<file path="src/rtl/core/bap_pkg.sv">
// Shared types and constants of the balance angle PID controller.
// Depends on nothing; bap_ser_mul and balance_angle_pid_top refer to it by scoped names.
package bap_pkg;

  localparam logic [1:0] KIND_ENABLE  = 2'd0;
  localparam logic [1:0] KIND_DISABLE = 2'd1;
  localparam logic [1:0] KIND_COMMAND = 2'd2;
  localparam logic [1:0] KIND_TICK    = 2'd3;

  localparam logic [1:0] MODE_OFF   = 2'd0;
  localparam logic [1:0] MODE_ON    = 2'd1;
  localparam logic [1:0] MODE_FAULT = 2'd2;

  localparam logic [3:0] REG_SETPOINT  = 4'd0;
  localparam logic [3:0] REG_GAIN_P    = 4'd1;
  localparam logic [3:0] REG_GAIN_I    = 4'd2;
  localparam logic [3:0] REG_GAIN_D    = 4'd3;
  localparam logic [3:0] REG_FALL_THR  = 4'd4;
  localparam logic [3:0] REG_INT_LIMIT = 4'd5;
  localparam logic [3:0] REG_OUT_LIMIT = 4'd6;
  localparam logic [3:0] REG_LEAN      = 4'd7;

  localparam int MulAW = 16;
  localparam int MulBW = 18;
  localparam int MulPW = MulAW + MulBW;
  localparam int SumW  = MulPW + 2;

  typedef struct packed {
    logic [1:0]         kind;
    logic signed [15:0] pitch;
    logic signed [15:0] speed_lin;
    logic signed [15:0] speed_ang;
    logic [31:0]        now_ms;
  } in_beat_t;

  typedef struct packed {
    logic signed [15:0] linear_drive;
    logic signed [15:0] angular_drive;
    logic [1:0]         mode;
    logic               fell;
  } out_beat_t;

  typedef struct packed {
    logic [3:0]  reg_index;
    logic [15:0] wdata;
  } cfg_beat_t;

  function automatic logic signed [SumW-1:0] clamp_sym(logic signed [SumW-1:0] v,
                                                       logic signed [SumW-1:0] lim);
    logic signed [SumW-1:0] r;
    r = v;
    if (v > lim) r = lim;
    else if (v < -lim) r = -lim;
    return r;
  endfunction

endpackage

</file>
<file path="src/rtl/core/bap_stream_if.sv">
// Valid/ready channel interface that carries one payload beat per handshake.
// The payload type is supplied by the instantiating level from bap_pkg.
interface bap_stream_if #(parameter type payload_t = logic) ();
  logic     valid;
  logic     ready;
  payload_t data;

  modport source(output valid, output data, input ready);
  modport sink(input valid, input data, output ready);
endinterface

</file>
<file path="src/rtl/core/bap_ser_mul.sv">
// Bit-serial signed multiplier: one multiplier bit is retired per cycle.
// Depends on bap_pkg for the operand and product widths.
module bap_ser_mul (
  input  logic                                 clk_i,
  input  logic                                 rst_ni,
  input  logic                                 start_i,
  input  logic signed [bap_pkg::MulAW-1:0]     a_i,
  input  logic signed [bap_pkg::MulBW-1:0]     b_i,
  output logic                                 done_o,
  output logic signed [bap_pkg::MulPW-1:0]     p_o
);

  logic                            busy_q, busy_d;
  logic                            done_q, done_d;
  logic [4:0]                      cnt_q, cnt_d;
  logic [bap_pkg::MulBW-1:0]       b_q, b_d;
  logic signed [bap_pkg::MulPW-1:0] a_q, a_d;
  logic signed [bap_pkg::MulPW-1:0] acc_q, acc_d;
  logic                            last;

  assign last = (cnt_q == 5'(bap_pkg::MulBW - 1));

  always_comb begin
    busy_d = busy_q;
    done_d = 1'b0;
    cnt_d  = cnt_q;
    b_d    = b_q;
    a_d    = a_q;
    acc_d  = acc_q;
    if (start_i) begin
      busy_d = 1'b1;
      cnt_d  = '0;
      b_d    = b_i;
      a_d    = bap_pkg::MulPW'(a_i);
      acc_d  = '0;
    end else if (busy_q) begin
      if (b_q[0]) begin
        if (last) acc_d = acc_q - a_q;
        else acc_d = acc_q + a_q;
      end
      b_d   = b_q >> 1;
      a_d   = a_q <<< 1;
      cnt_d = cnt_q + 5'd1;
      if (last) begin
        busy_d = 1'b0;
        done_d = 1'b1;
      end
    end
  end

  always_ff @(posedge clk_i or negedge rst_ni) begin
    if (!rst_ni) begin
      busy_q <= 1'b0;
      done_q <= 1'b0;
      cnt_q  <= '0;
    end else begin
      busy_q <= busy_d;
      done_q <= done_d;
      cnt_q  <= cnt_d;
    end
  end

  always_ff @(posedge clk_i) begin
    b_q   <= b_d;
    a_q   <= a_d;
    acc_q <= acc_d;
  end

  assign done_o = done_q;
  assign p_o    = acc_q;

endmodule

</file>
<file path="src/rtl/core/balance_angle_pid_top.sv">
// Balance angle PID controller top level with its registers and sequencer.
// Depends on bap_pkg, bap_stream_if and bap_ser_mul.
//
// Enable, disable, velocity command, a tick while not running and a tick that
// detects a fall each give their result beat in the cycle after acceptance. A
// control tick that runs the loop takes five products in turn on one
// bit-serial multiplier and gives its result beat once the output is free.
// A new beat is taken once the previous result has been delivered or is
// being taken. Configuration writes are accepted in every cycle and take
// effect at once.
module balance_angle_pid_top #(
  parameter int LEAN_MAX       = 1280,
  parameter int TURN_SCALE     = 256,
  parameter int TURN_MAX       = 256,
  parameter int CMD_TIMEOUT_MS = 500,
  parameter int FRAC_BITS      = 8
) (
  input  logic clk_i,
  input  logic rst_ni,
  bap_stream_if.sink   in_i,
  bap_stream_if.source out_o,
  bap_stream_if.sink   cfg_i
);

  localparam int SW = bap_pkg::SumW;
  localparam int PW = bap_pkg::MulPW;

  localparam logic [1:0] ST_IDLE = 2'd0;
  localparam logic [1:0] ST_LOAD = 2'd1;
  localparam logic [1:0] ST_RUN  = 2'd2;
  localparam logic [1:0] ST_DONE = 2'd3;

  logic signed [15:0] setpoint_q, gain_p_q, gain_i_q, gain_d_q, lean_scale_q;
  logic [14:0]        fall_thr_q, int_limit_q, out_limit_q;

  logic [1:0]         st_q, st_d;
  logic [2:0]         step_q, step_d;
  logic [1:0]         mode_q, mode_d;
  logic signed [15:0] integ_q, integ_d;
  logic signed [16:0] last_err_q, last_err_d;
  logic signed [15:0] held_lin_q, held_lin_d, held_ang_q, held_ang_d;
  logic [31:0]        cmd_time_q, cmd_time_d;
  logic signed [15:0] drv_lin_q, drv_lin_d, drv_ang_q, drv_ang_d;
  logic signed [15:0] pitch_q, pitch_d, lin_q, lin_d, ang_q, ang_d;
  logic signed [16:0] err_q, err_d;
  logic signed [PW-1:0] p_q, p_d, d_q, d_d;
  logic               out_valid_q, out_valid_d;
  bap_pkg::out_beat_t out_data_q, out_data_d;

  logic                  in_acc, out_free, mul_start, mul_done;
  logic signed [15:0]    mul_a;
  logic signed [17:0]    mul_b;
  logic signed [PW-1:0]  mul_p, mul_sh;
  logic signed [16:0]    dev;
  logic [16:0]           dev_abs;
  logic [31:0]           age;
  logic signed [SW-1:0]  lean, err_full, integ_sum, lin_sum;

  bap_ser_mul u_mul (
    .clk_i   (clk_i),
    .rst_ni  (rst_ni),
    .start_i (mul_start),
    .a_i     (mul_a),
    .b_i     (mul_b),
    .done_o  (mul_done),
    .p_o     (mul_p)
  );

  assign out_free    = !out_valid_q || out_o.ready;
  assign in_i.ready  = (st_q == ST_IDLE) && out_free;
  assign in_acc      = in_i.valid && in_i.ready;
  assign cfg_i.ready = 1'b1;
  assign out_o.valid = out_valid_q;
  assign out_o.data  = out_data_q;

  assign mul_start = (st_q == ST_LOAD);
  assign mul_sh    = mul_p >>> FRAC_BITS;

  always_comb begin
    case (step_q)
      3'd0: begin
        mul_a = lean_scale_q;
        mul_b = 18'(lin_q);
      end
      3'd1: begin
        mul_a = gain_p_q;
        mul_b = 18'(err_q);
      end
      3'd2: begin
        mul_a = gain_i_q;
        mul_b = 18'(err_q);
      end
      3'd3: begin
        mul_a = gain_d_q;
        mul_b = 18'(err_q) - 18'(last_err_q);
      end
      default: begin
        mul_a = 16'(TURN_SCALE);
        mul_b = 18'(ang_q);
      end
    endcase
  end

  assign dev     = 17'(in_i.data.pitch) - 17'(setpoint_q);
  assign dev_abs = dev[16] ? 17'(-dev) : 17'(dev);
  assign age     = in_i.data.now_ms - cmd_time_q;

  assign lean     = bap_pkg::clamp_sym(SW'(mul_sh), SW'(LEAN_MAX));
  assign err_full = SW'(setpoint_q) + lean - SW'(pitch_q);
  assign integ_sum = bap_pkg::clamp_sym(SW'(integ_q) + SW'(mul_sh), SW'(int_limit_q));
  assign lin_sum  = bap_pkg::clamp_sym(SW'(p_q) + SW'(integ_q) + SW'(d_q),
                                       SW'(out_limit_q));

  always_comb begin
    st_d        = st_q;
    step_d      = step_q;
    mode_d      = mode_q;
    integ_d     = integ_q;
    last_err_d  = last_err_q;
    held_lin_d  = held_lin_q;
    held_ang_d  = held_ang_q;
    cmd_time_d  = cmd_time_q;
    drv_lin_d   = drv_lin_q;
    drv_ang_d   = drv_ang_q;
    pitch_d     = pitch_q;
    lin_d       = lin_q;
    ang_d       = ang_q;
    err_d       = err_q;
    p_d         = p_q;
    d_d         = d_q;
    out_valid_d = out_valid_q && !out_o.ready;
    out_data_d  = out_data_q;

    case (st_q)
      ST_IDLE: begin
        if (in_acc) begin
          out_data_d.fell = 1'b0;
          case (in_i.data.kind)
            bap_pkg::KIND_ENABLE: begin
              integ_d    = '0;
              last_err_d = '0;
              mode_d     = bap_pkg::MODE_ON;
            end
            bap_pkg::KIND_DISABLE: begin
              mode_d    = bap_pkg::MODE_OFF;
              drv_lin_d = '0;
              drv_ang_d = '0;
            end
            bap_pkg::KIND_COMMAND: begin
              held_lin_d = in_i.data.speed_lin;
              held_ang_d = in_i.data.speed_ang;
              cmd_time_d = in_i.data.now_ms;
            end
            default: begin
              if (mode_q == bap_pkg::MODE_ON) begin
                if (dev_abs > 17'(fall_thr_q)) begin
                  mode_d          = bap_pkg::MODE_FAULT;
                  drv_lin_d       = '0;
                  drv_ang_d       = '0;
                  out_data_d.fell = 1'b1;
                end else begin
                  pitch_d = in_i.data.pitch;
                  if (age < 32'(CMD_TIMEOUT_MS)) begin
                    lin_d = held_lin_q;
                    ang_d = held_ang_q;
                  end else begin
                    lin_d = '0;
                    ang_d = '0;
                  end
                  step_d = '0;
                  st_d   = ST_LOAD;
                end
              end
            end
          endcase
          if (st_d == ST_IDLE) begin
            out_valid_d              = 1'b1;
            out_data_d.linear_drive  = drv_lin_d;
            out_data_d.angular_drive = drv_ang_d;
            out_data_d.mode          = mode_d;
          end
        end
      end
      ST_LOAD: begin
        st_d = ST_RUN;
      end
      ST_RUN: begin
        if (mul_done) begin
          st_d   = ST_LOAD;
          step_d = step_q + 3'd1;
          case (step_q)
            3'd0: begin
              if (err_full > SW'(65535)) err_d = 17'sd65535;
              else if (err_full < -SW'(65536)) err_d = -17'sd65536;
              else err_d = err_full[16:0];
            end
            3'd1: p_d = mul_sh;
            3'd2: integ_d = integ_sum[15:0];
            3'd3: begin
              d_d        = mul_sh;
              last_err_d = err_q;
            end
            default: begin
              drv_ang_d = 16'(bap_pkg::clamp_sym(SW'(mul_sh), SW'(TURN_MAX)));
              drv_lin_d = lin_sum[15:0];
              st_d      = ST_DONE;
            end
          endcase
        end
      end
      default: begin
        if (out_free) begin
          out_valid_d              = 1'b1;
          out_data_d.linear_drive  = drv_lin_q;
          out_data_d.angular_drive = drv_ang_q;
          out_data_d.mode          = mode_q;
          out_data_d.fell          = 1'b0;
          st_d                     = ST_IDLE;
        end
      end
    endcase
  end

  always_ff @(posedge clk_i or negedge rst_ni) begin
    if (!rst_ni) begin
      st_q         <= ST_IDLE;
      step_q       <= '0;
      mode_q       <= bap_pkg::MODE_OFF;
      integ_q      <= '0;
      last_err_q   <= '0;
      held_lin_q   <= '0;
      held_ang_q   <= '0;
      cmd_time_q   <= '0;
      drv_lin_q    <= '0;
      drv_ang_q    <= '0;
      out_valid_q  <= 1'b0;
      setpoint_q   <= '0;
      gain_p_q     <= '0;
      gain_i_q     <= '0;
      gain_d_q     <= '0;
      fall_thr_q   <= 15'd7680;
      int_limit_q  <= 15'd256;
      out_limit_q  <= 15'd256;
      lean_scale_q <= '0;
    end else begin
      st_q        <= st_d;
      step_q      <= step_d;
      mode_q      <= mode_d;
      integ_q     <= integ_d;
      last_err_q  <= last_err_d;
      held_lin_q  <= held_lin_d;
      held_ang_q  <= held_ang_d;
      cmd_time_q  <= cmd_time_d;
      drv_lin_q   <= drv_lin_d;
      drv_ang_q   <= drv_ang_d;
      out_valid_q <= out_valid_d;
      if (cfg_i.valid) begin
        case (cfg_i.data.reg_index)
          bap_pkg::REG_SETPOINT:  setpoint_q   <= cfg_i.data.wdata;
          bap_pkg::REG_GAIN_P:    gain_p_q     <= cfg_i.data.wdata;
          bap_pkg::REG_GAIN_I:    gain_i_q     <= cfg_i.data.wdata;
          bap_pkg::REG_GAIN_D:    gain_d_q     <= cfg_i.data.wdata;
          bap_pkg::REG_FALL_THR:  fall_thr_q   <= cfg_i.data.wdata[14:0];
          bap_pkg::REG_INT_LIMIT: int_limit_q  <= cfg_i.data.wdata[14:0];
          bap_pkg::REG_OUT_LIMIT: out_limit_q  <= cfg_i.data.wdata[14:0];
          bap_pkg::REG_LEAN:      lean_scale_q <= cfg_i.data.wdata;
          default: ;
        endcase
      end
    end
  end

  always_ff @(posedge clk_i) begin
    pitch_q    <= pitch_d;
    lin_q      <= lin_d;
    ang_q      <= ang_d;
    err_q      <= err_d;
    p_q        <= p_d;
    d_q        <= d_d;
    out_data_q <= out_data_d;
  end

endmodule

</file>
<file path="src/flat_wrapper.sv">
// flat-port wrapper written by rule: the top's interface ports become plain ports
module balance_angle_pid_top_flat import bap_pkg::*;
#(
  parameter int LEAN_MAX       = 1280,
  parameter int TURN_SCALE     = 256,
  parameter int TURN_MAX       = 256,
  parameter int CMD_TIMEOUT_MS = 500,
  parameter int FRAC_BITS      = 8
)
  (clk_i, rst_ni, in_i_valid, in_i_data, in_i_ready, out_o_valid, out_o_data, out_o_ready, cfg_i_valid, cfg_i_data, cfg_i_ready);
  bap_stream_if #(.payload_t(in_beat_t)) in_i_i ();
  bap_stream_if #(.payload_t(out_beat_t)) out_o_i ();
  bap_stream_if #(.payload_t(cfg_beat_t)) cfg_i_i ();
  input  logic clk_i;
  input  logic rst_ni;
  input wire logic [$bits(in_i_i.valid)-1:0] in_i_valid;
  input wire logic [$bits(in_i_i.data)-1:0] in_i_data;
  output wire logic [$bits(in_i_i.ready)-1:0] in_i_ready;
  output wire logic [$bits(out_o_i.valid)-1:0] out_o_valid;
  output wire logic [$bits(out_o_i.data)-1:0] out_o_data;
  input wire logic [$bits(out_o_i.ready)-1:0] out_o_ready;
  input wire logic [$bits(cfg_i_i.valid)-1:0] cfg_i_valid;
  input wire logic [$bits(cfg_i_i.data)-1:0] cfg_i_data;
  output wire logic [$bits(cfg_i_i.ready)-1:0] cfg_i_ready;
  assign in_i_i.valid = in_i_valid;
  assign in_i_i.data = in_i_data;
  assign in_i_ready = in_i_i.ready;
  assign out_o_valid = out_o_i.valid;
  assign out_o_data = out_o_i.data;
  assign out_o_i.ready = out_o_ready;
  assign cfg_i_i.valid = cfg_i_valid;
  assign cfg_i_i.data = cfg_i_data;
  assign cfg_i_ready = cfg_i_i.ready;
  balance_angle_pid_top #(.LEAN_MAX(LEAN_MAX), .TURN_SCALE(TURN_SCALE), .TURN_MAX(TURN_MAX), .CMD_TIMEOUT_MS(CMD_TIMEOUT_MS), .FRAC_BITS(FRAC_BITS)) u_core (.clk_i(clk_i), .rst_ni(rst_ni), .in_i(in_i_i), .out_o(out_o_i), .cfg_i(cfg_i_i));
endmodule
</file>
<file path="config.mk">
export PLATFORM = sky130hd
export DESIGN_NAME = balance_angle_pid_top_flat
export DESIGN_NICKNAME = d
export VERILOG_FILES = /design/src/rtl/core/bap_pkg.sv /design/src/rtl/core/bap_stream_if.sv /design/src/rtl/core/bap_ser_mul.sv /design/src/rtl/core/balance_angle_pid_top.sv /design/src/flat_wrapper.sv
export SDC_FILE = /design/constraint.sdc
export NUM_CORES = 1
export LEC_CHECK = 0
export ABC_AREA = 1
export BUFFER_PORTS_ARGS = -buffer_cell sky130_fd_sc_hd__buf_2
export CAP_MARGIN = 20
export CORE_UTILIZATION = 50
export CTS_CLUSTER_DIAMETER = 40
export CTS_CLUSTER_SIZE = 14
export DETAILED_ROUTE_END_ITERATION = 6
export PLACE_DENSITY_LB_ADDON = 0.2
export SLEW_MARGIN = 30
export SYNTH_ARGS = -nofsm -noshare
export SYNTH_HDL_FRONTEND = slang
export SYNTH_SLANG_ARGS = --single-unit
</file>
<file path="constraint.sdc">
create_clock -name clk_i -period 7.37 [get_ports clk_i]
set_clock_uncertainty 0.2 [all_clocks]
set_input_delay 0.737 -clock clk_i [delete_from_list [all_inputs] [get_ports clk_i]]
set_output_delay 0.737 -clock clk_i [all_outputs]
set_load 0.01 [all_outputs]
</file>
* After elaboration in Yosys (flattened, before gate mapping)
Cells that the tools add are included.
Operators by class: add/subtract/negate cells 15, order comparisons 12, eq/ne operators 26, muxes and demuxes 79, bitwise operators 3, reductions and logical operators 42
Operators by type and width (count):
- $mux W16 | 20
- $pmux W16 S2 | 5
- $mux W34 | 4
- $mux W17 | 6
- $mux W36 | 2
- $neg A15 Y36 | 2
- $mux W35 | 2
- $pmux W35 S2 | 1
- $pmux W16 S4 | 1
- $pmux W18 S3 | 1
- $add A16 B36 Y36 | 1
- $gt A36 B16 Y1 | 1
- $gt A36 B17 Y1 const B | 1
- $lt A27 B36 Y1 | 1
- $lt A36 B17 Y1 const B | 1
- $lt A36 B36 Y1 | 1
- $mux W18 | 2
- $sub A36 B16 Y36 | 1
- $add A34 B34 Y34 | 1
- $pmux W17 S2 | 1
- $sub A34 B34 Y34 | 1
- $lt A32 B9 Y1 const B | 1
- $sub A32 B32 Y32 | 1
- $add A27 B26 Y28 | 1
- other kinds (47) | 118
Storage, ports and cells: bits in registers 507, bits of input ports 107, output and inout port bits 38, word-level logic and storage cells 212

* Longest topological paths before layout
Gate-level depths: netlist of run 1.
word-level depth 13, mapped depth 33, depth with buffers taken out 31

* Hierarchy
From an unflattened synthesis of run 1, not the netlist that was laid out.
Second synthesis, totals: cells, all modules 5250, area, all modules 38353.0 um^2
Modules (own cells, without submodules):
- balance_angle_pid_top | instances 1, cells an instance 4325, area each 31735.4 um^2, sequential area each 11128.2 um^2
- bap_ser_mul | instances 1, cells an instance 925, area each 6617.6 um^2, sequential area each 2417.3 um^2

* Least setup slack after synthesis of run 1
No wires, ideal clock.
kind input port to flip-flop, start point input port in_i_data[64], end point register u_core.ang_q[0], enable pin, setup time 0.454 ns, data arrival time 5.778 ns, data required time 6.716 ns, setup slack 0.938 ns, stages on the path 25, buffers on the path 1, cells stage by stage inv_1 > ha_1 > inv_1 > fa_1 > nand3_1 > nand3_1 > nand2_1 > nand2_2 > nand3_1 > nand3_1 > nand2_1 > clkbuf_1 > o21ai_0 > xor2_1 > inv_1 > ha_1 > nand2_1 > nor2_1 > nor2_1 > nand4_1 > nand2_1 > a21oi_1 > o21ai_0 > nand4_1 > nor2_1
Between the ends: word-level cells in the longest chain between the ends 6
Ends and longest elaborated chain:
- start, declared | line flat_wrapper.sv:17 | input wire logic [$bits(in_i_i.data)-1:0] in_i_data;
- $sub A16 B16 Y17 (*) | line balance_angle_pid_top.sv:104 | assign dev = 17'(in_i.data.pitch) - 17'(setpoint_q);
- $neg A17 Y17 | line balance_angle_pid_top.sv:105 | assign dev_abs = dev[16] ? 17'(-dev) : 17'(dev);
- $mux W17 (*) | line balance_angle_pid_top.sv:105
- $gt A17 B15 Y1 (*) | line balance_angle_pid_top.sv:156 | if (dev_abs > 17'(fall_thr_q)) begin
- $not A1 Y1 (no source line) (*)
- $reduce_and A5 Y1 (no source line) (*)
- end signal, assigned | line balance_angle_pid_top.sv:276 | ang_q <= ang_d;
- end, declared | line balance_angle_pid_top.sv:44 | logic signed [15:0] pitch_q, pitch_d, lin_q, lin_d, ang_q, ang_d;
Every way passes the cells marked *; elsewhere a longest branch is shown, timed or not. A chain may end at the register's enable or synchronous reset.

* Worst setup path in the final report of run 1
start point register u_core.u_mul.acc_q (netlist bit u_core.u_mul.p_o[23]), end point register u_core.err_q[5] (data pin)
Between the ends: word-level cells in the longest chain between the ends 7, elaborated cells on any way between the ends 9, those cells by class 2 x add/sub; 4 x order compare; 3 x mux
Ends and longest elaborated chain:
- start, declared | line bap_ser_mul.sv:18 | logic signed [bap_pkg::MulPW-1:0] acc_q, acc_d;
- start signal, assigned | line bap_ser_mul.sv:66 | acc_q <= acc_d;
- $lt A26 B12 Y1 | line bap_pkg.sv:53 | else if (v < -lim) r = -lim;
- $mux W36 | line bap_pkg.sv:53
- $mux W36 (*) | line bap_pkg.sv:52 | if (v > lim) r = lim;
- $add A16 B36 Y36 (*) | line balance_angle_pid_top.sv:109 | assign err_full = SW'(setpoint_q) + lean - SW'(pitch_q);
- $sub A36 B16 Y36 (*) | line balance_angle_pid_top.sv:109
- $lt A36 B17 Y1 | line balance_angle_pid_top.sv:194 | else if (err_full < -SW'(65536)) err_d = -17'sd65536;
- $mux W17 | line balance_angle_pid_top.sv:194
- end signal, assigned | line balance_angle_pid_top.sv:277 | err_q <= err_d;
- end, declared | line balance_angle_pid_top.sv:45 | logic signed [16:0] err_q, err_d;
Marked as above.

==> results of run 1 <==
## area by class of cell
type	count	area share, %
multi-input combinational	3686	49.47
sequential	507	31.64
inverter	723	6.339
clock buffer	97	5.340
tap	969	2.832
timing repair buffer	179	2.455
clock inverter	66	1.914
antenna	1	0.005845
## power groups by stage
stage | logic [mW] | registers, mW | clock network (mW)
3_5_place_dp | 5.93 | 3.81 | 0
3_3_place_gp | 5.90 | 3.80 | 0
5_1_grt | 6.82 | 3.79 | 4.40
4_1_cts | 5.97 | 3.76 | 4.26
6_report | 6.05 | 3.78 | 4.22
2_1_floorplan | 4.42 | 3.57 | 0
## cells in the mapped netlist (76+ instances only)
master / number
ha_1: 313
dfrtp_1: 263
edfxtp_1: 204
xor2_1: 113
nor2_1: 482
a21oi_1: 367
nand2_1: 1194
o21ai_0: 371
nor3_1: 76
nand4_1: 77
inv_1: 704
clkbuf_1: 95
nand3_1: 275
## cells in the final DEF (no fill, tap or decap), drive strengths merged, types with 178 or more instances in the layout
| cell type | Yosys | routed |
|---|---|---|
| a21oi | 382 | 382 |
| buf | 35 | 178 |
| dfrtp | 263 | 263 |
| edfxtp | 204 | 204 |
| ha | 313 | 313 |
| inv | 719 | 749 |
| nand2 | 1214 | 1214 |
| nand3 | 281 | 281 |
| nor2 | 497 | 497 |
| o21ai | 384 | 384 |
## routing by layer
| metal | global-route usage, % | share of wire, % |
|---|---|---|
| met2 | 47.38 | 46 |
| met5 | 0 | 0.032 |
| met4 | 10.80 | 3.7 |
| met3 | 3.773 | 5.7 |
| met1 | 39.22 | 44 |
## worst max-delay path, stage by stage (launching register included)
cell      delay [ps]
dfxtp_1          530
inv_1            240
nor4_1           340
nand4_1          200
a211o_1          300
ha_1             710
clkinv_1         440
nand3_1          210
fa_1             480
fa_1             480
inv_1            150
nand3_1           80
nand2_1          120
a21boi_2         100
o31ai_2          340
nand3_1          130
nand2_1          130
xor2_1           180
nand2_1           70
nor3_1           130
nand3b_1          90
nand2_1          410
nand2_1          100
## cell families after synthesis
group	Yosys count
compound gates	949
xor+xnor	148
fa+ha+maj	370
buf+inv	853
flops	507
mux	1
other cells	1
simple gates	2217
## sequential cells by signal, indices dropped and copies added, names as in the netlist, 16 cells and up
name,flops
u_core.out_o.data,35
u_core.u_mul.a_q,34
u_core.u_mul.p_o,34
u_core.cmd_time_q,32
u_core.d_q,26
u_core.p_q,26
u_core.u_mul.b_q,18
u_core.err_q,17
u_core.last_err_q,17
u_core.ang_q,16
u_core.drv_ang_q,16
u_core.drv_lin_q,16
u_core.gain_d_q,16
u_core.gain_i_q,16
u_core.gain_p_q,16
u_core.held_ang_q,16
u_core.held_lin_q,16
u_core.integ_q,16
u_core.lean_scale_q,16
u_core.lin_q,16
u_core.pitch_q,16
u_core.setpoint_q,16
## through the flow
stage,setup WS (ps),instance area [um^2],power (mW),util [%]
2_1_floorplan,937.8,37910,7.988,-
3_3_place_gp,1165,39590,9.703,53.00
3_5_place_dp,1112,39610,9.732,53.02
4_1_cts,1102,42710,13.99,57.18
5_1_grt,496.5,42810,15.01,57.31
6_report,910.3,42810,14.05,57.31
## how the worst max path moves through the flow
stage                          from                to  slack, ps
3_3_place_gp   u_core.u_mul.p_o[23]   u_core.err_q[0]       1170
6_report       u_core.u_mul.p_o[23]   u_core.err_q[5]        910
3_5_place_dp   u_core.u_mul.p_o[23]  u_core.err_q[14]       1110
4_1_cts        u_core.u_mul.p_o[23]   u_core.err_q[5]       1100
2_1_floorplan         in_i_data[64]   u_core.ang_q[0]        940
5_1_grt        u_core.u_mul.p_o[23]   u_core.err_q[0]        500
## what timing repair did
item	in CTS	in global routing
hold endpoints to repair	0	34
buffers inserted	0	0
hold buffers	0	1
resized for setup	0	0
==> results.toml, run 1 <==
[cts]
cts-root-buf = "clkbuf_16"
tritoncts = "built"
insertion_delay_ps = 660
cts_sinks = 507
clock_path_buffers = 3
cts-buffers-inserted = 87
clk_pin_slew_ps = 50
htreeDepth = 3

[pwr]
irDropWorstVdd_mv = 0.1871
p_seq_share_pct = 26.9
switching_share_pct = 43.17
p_leak_nw = 21.80
powerDensity_mw_per_mm2 = 328.2
p_comb_share_pct = 43.0
p_switching_mw = 6.065
internal_power_mw = 7.984
power.share.clock_pct = 30.0

[min_path]
hold_depth = 1
holdPathEnd = "u_core.pitch_q[0]"
min_from = "in_i_data[64]"
hold_class = "input port to flop"

[floorplan]
die_w_um = 277.4
std_cell_rows = 100
ios = 145
design.core.area_mm2 = 0.07470
start_util_pct = 50.75
die_area_mm2 = 0.07693
die_h_um = 277.4

[setup_path]
crit_fanout = 17
critPathLaunchType = "flop"
worstSetupPathType = "flop to flop"
r2r-start = "u_core.u_mul.p_o[23]"
endpoint_kind = "flop"
worstReg2RegEnd = "u_core.err_q[5]"
cp.required_ps = 7540
reg2reg_slack_ps = 910
cp.arrival_ps = 6630
rr_worst_depth = 22

[final_layout]
drive_gt1_share_pct = 8.692
multi_input_area_mm2 = 0.02118
nNetsFinal = 5661
seq_area_mm2 = 0.01355
area_delta_synth_final_pct = 12.92
final_cells = 6228
n_fill_cell = 7054

[global_route]
antenna_found_initial = 5
grt_pass1_wl_um = 176800
track_usage_pct = 29.00
grt_pass1_vias = 32250
grt_overflow = 0
grt_max_degree = 150

[logic_synthesis]
synth_edf_count = 204
synth-simple-area-share_pct = 24.63
synth_top_family_by_area = "simple AND/OR/NAND/NOR gates"
synth_compound_gate_area_share_pct = 14.17
synth_top_area_share_pct = 17.36
ys_seq_area_share_pct = 35.73
yosys.area_share.adder_pct = 13.34
synth.distinct_cells = 70
synthesis.area_mm2 = 0.03791
synth_xor_area_share_pct = 3.419
async_flop_share_pct = 53.06
synth_area_leaders = "dfrtp_1 (17%), edfxtp_1 (16%), nand2_1 (12%)"
yosys_warnings = 0
ys_ff_latch = 507
synth_area_per_cell_um2 = 7.513
synthMuxAreaShare_pct = 0.02970
synthCells = 5046
synth_top_area_cell = "dfrtp_1"
synthFlopType = "dfrtp_1"
syn-num-nets = 5523

[place]
port-buffer-count = 143
dpl.hpwl_um = 85570
dpl.cell_count = 6061
gp_congestion = 0.9887

[drt]
dr.pass1.iters = 6
drc_errors = 0
drt_iter0_drc = 2742
viasPerCell = 5.492
vias = 34200
antenna_left = 0
avgRoutedWirePerCell_um = 18.00
wirelength_um = 112100

[sta]
hold_violations = 0
final.min_clock_period_ps = 6460
setup_violations = 0
drv_slew = 0
finalSetupTns_ps = 0
fin_hold_ws_ps = 71.79
worst_pin_slew_ps = 900.9
rsz0062_at_grt = "false"
maxSlewHeadroom_pct = 39.31
timing.fmax_mhz = 154.8
finalCritPeriodShare_pct = 87.65

[status]
outcome = "complete, no violations"

[run]
maxCapViolations = 0
No activity file was read; power rests on OpenSTA's default activity.
==> run 2: changes to the inputs <==
--- a/config.mk
+++ b/config.mk
@@ -8,6 +8,7 @@
 export ABC_AREA = 1
 export BUFFER_PORTS_ARGS = -buffer_cell sky130_fd_sc_hd__buf_2
 export CAP_MARGIN = 20
+export CORE_ASPECT_RATIO = 1.4
 export CORE_UTILIZATION = 50
 export CTS_CLUSTER_DIAMETER = 40
 export CTS_CLUSTER_SIZE = 14
==> constraint.sdc (replaced) <==
create_clock -name clk_i -period 6.3 [get_ports clk_i]
set_clock_uncertainty 0.2 [all_clocks]
set_input_delay 0.63 -clock clk_i [delete_from_list [all_inputs] [get_ports clk_i]]
set_output_delay 0.63 -clock clk_i [all_outputs]
set_load 0.01 [all_outputs]
==> results.toml, run 2 (synthesized netlist as in run 1, its figures left out) <==
[status]
outcome = "complete, no violations"

[global_route]
antenna_found_initial = 1
grt_pass1_wl_um = 182700
grt_max_degree = 131
grt_overflow = 0
grt_pass1_vias = 33980
track_usage_pct = 30.48

[cts]
cts_setup_buffers = 0
cts-buffers-inserted = 75
tritoncts = "built"
clk_pin_slew_ps = 60
cts_sinks = 507
insertion_delay_ps = 640
clock_path_buffers = 3
cts-root-buf = "clkbuf_16"
htreeDepth = 3

[setup_path]
worstSetupPathType = "flop to flop"
worstPathCellList = "inv_1, nor4_1, nand4_1, a211o_1, ha_2, o21ai_0, fa_1, inv_1, ha_1, a21oi_1, o21ai_0, a21oi_1, a21boi_0, nand2_1, nand2_1, nand2_1, nand2_1, inv_1, nor3_1, nand3_1, nand2_2, nand2_1, nand2_1"
endpoint_kind = "flop"
cp.arrival_ps = 5900
cpMostUsedCell = "nand2_1"
slowest_stage = "o21ai_0"
cp.required_ps = 6590
critPathLaunchType = "flop"
cpPeakStageDelay_ps = 770
crit_fanout = 17

[floorplan]
std_cell_rows = 119
die_area_mm2 = 0.07694
ios = 145
die_h_um = 327.8
design.core.area_mm2 = 0.07519
start_util_pct = 50.42
die_w_um = 234.7

[final_layout]
area_delta_synth_final_pct = 11.97
largest_reg_flops = 35
drive_gt1_share_pct = 8.524
mostFrequentLayoutCell = "nand2_1"
n_fill_cell = 7190
final_cell_mix = "nand2_1 (1189), inv_1 (703), nor2_1 (478)"
nNetsFinal = 5671

[sta]
rsz0062_at_grt = "false"
finalSetupTns_ps = 0
finalCritPeriodShare_pct = 89.08
final.min_clock_period_ps = 5612
setup_violations = 0
drv_slew = 0
worst_pin_slew_ps = 967.0
fin_ws_ps = 688.1
maxSlewHeadroom_pct = 34.83
hold_violations = 0
fin_hold_ws_ps = 33.40
timing.fmax_mhz = 178.2

[run]
maxCapViolations = 0

[pwr]
p_leak_nw = 21.62
powerDensity_mw_per_mm2 = 372.7
irDropWorstVdd_mv = 0.3192

[drt]
drt_iter0_drc = 2141
wirelength_um = 116800
dr.pass1.iters = 6
viasPerCell = 5.511
avgRoutedWirePerCell_um = 18.76
drc_errors = 0
vias = 34300
antenna_left = 0

[place]
pre_cts_slack_ps = 467.4
gp_congestion = 0.9951
port-buffer-count = 143
dpl.hpwl_um = 90490

[min_path]
hold_class = "input port to flop"
run 2: worst paths after layout:
check	start	endpoint	slack, ps	depth (start not counted)
worst min register to register	u_core.u_mul.cnt_q[4]	u_core.u_mul.cnt_q[4]	270	1
min in group asynchronous	rst_ni	u_core.fall_thr_q[0]	400	2
worst min-delay path	in_i_data[64]	u_core.pitch_q[0]	30	1
worst max register to register	u_core.u_mul.p_o[24]	u_core.err_q[15]	690	23
max in group asynchronous	rst_ni	u_core.drv_lin_q[7]	4180	4
worst max-delay path	u_core.u_mul.p_o[24]	u_core.err_q[15]	690	23
run 2: metrics by stage:
step	cell area, um^2	total power [mW]	cells	util, %
3_3_place_gp	39780	11.40	6083	52.90
4_1_cts	42400	15.83	6223	56.40
3_5_place_dp	39800	11.47	6083	52.94
5_1_grt	42450	16.96	6224	56.45
6_report	42450	15.82	6225	56.46
2_1_floorplan	37910	9.345	5046	-
run 2: what timing repair did:
item / 4_1_cts / 5_1_grt
gates resized for setup: 0 / 3
endpoints found under the setup margin: 0 / 18
hold buffers: 1 / 0
endpoints found under the hold margin: 80 / 0
run 2: area by class of cell:
type	count	area, um^2	area share, %
Multi-Input combinational cell	3686	21180	49.89
Timing Repair Buffer	201	1209	2.847
Antenna cell	1	2.502	0.005895
Tap cell	968	1211	2.853
Inverter	723	2714	6.393
Clock buffer	92	2034	4.793
Clock inverter	47	556.8	1.312
Sequential cell	507	13550	31.91
run 2: power breakdown:
part	internal (mW)	leakage, nW	switching (mW)
registers	3.87	5.41	0.356
clock network	2.58	1.25	1.73
logic	2.53	15.0	4.75
run 2: metal layers:
layer	wire length (um)	GRT usage [%]	share of wire, %
met1	44060	32.48	38
met2	59360	55.96	51
met3	5002	4.176	4.3
met4	8364	20.72	7.2
met5	11	0	0.0094
run 2: worst max-delay path, delay by kind of cell (launching register included):
family,cells,cell delay (ps)
fa+ha+maj,3,1230
flops,1,470
compound gates,6,1790
simple gates,11,1500
buf+inv,3,260
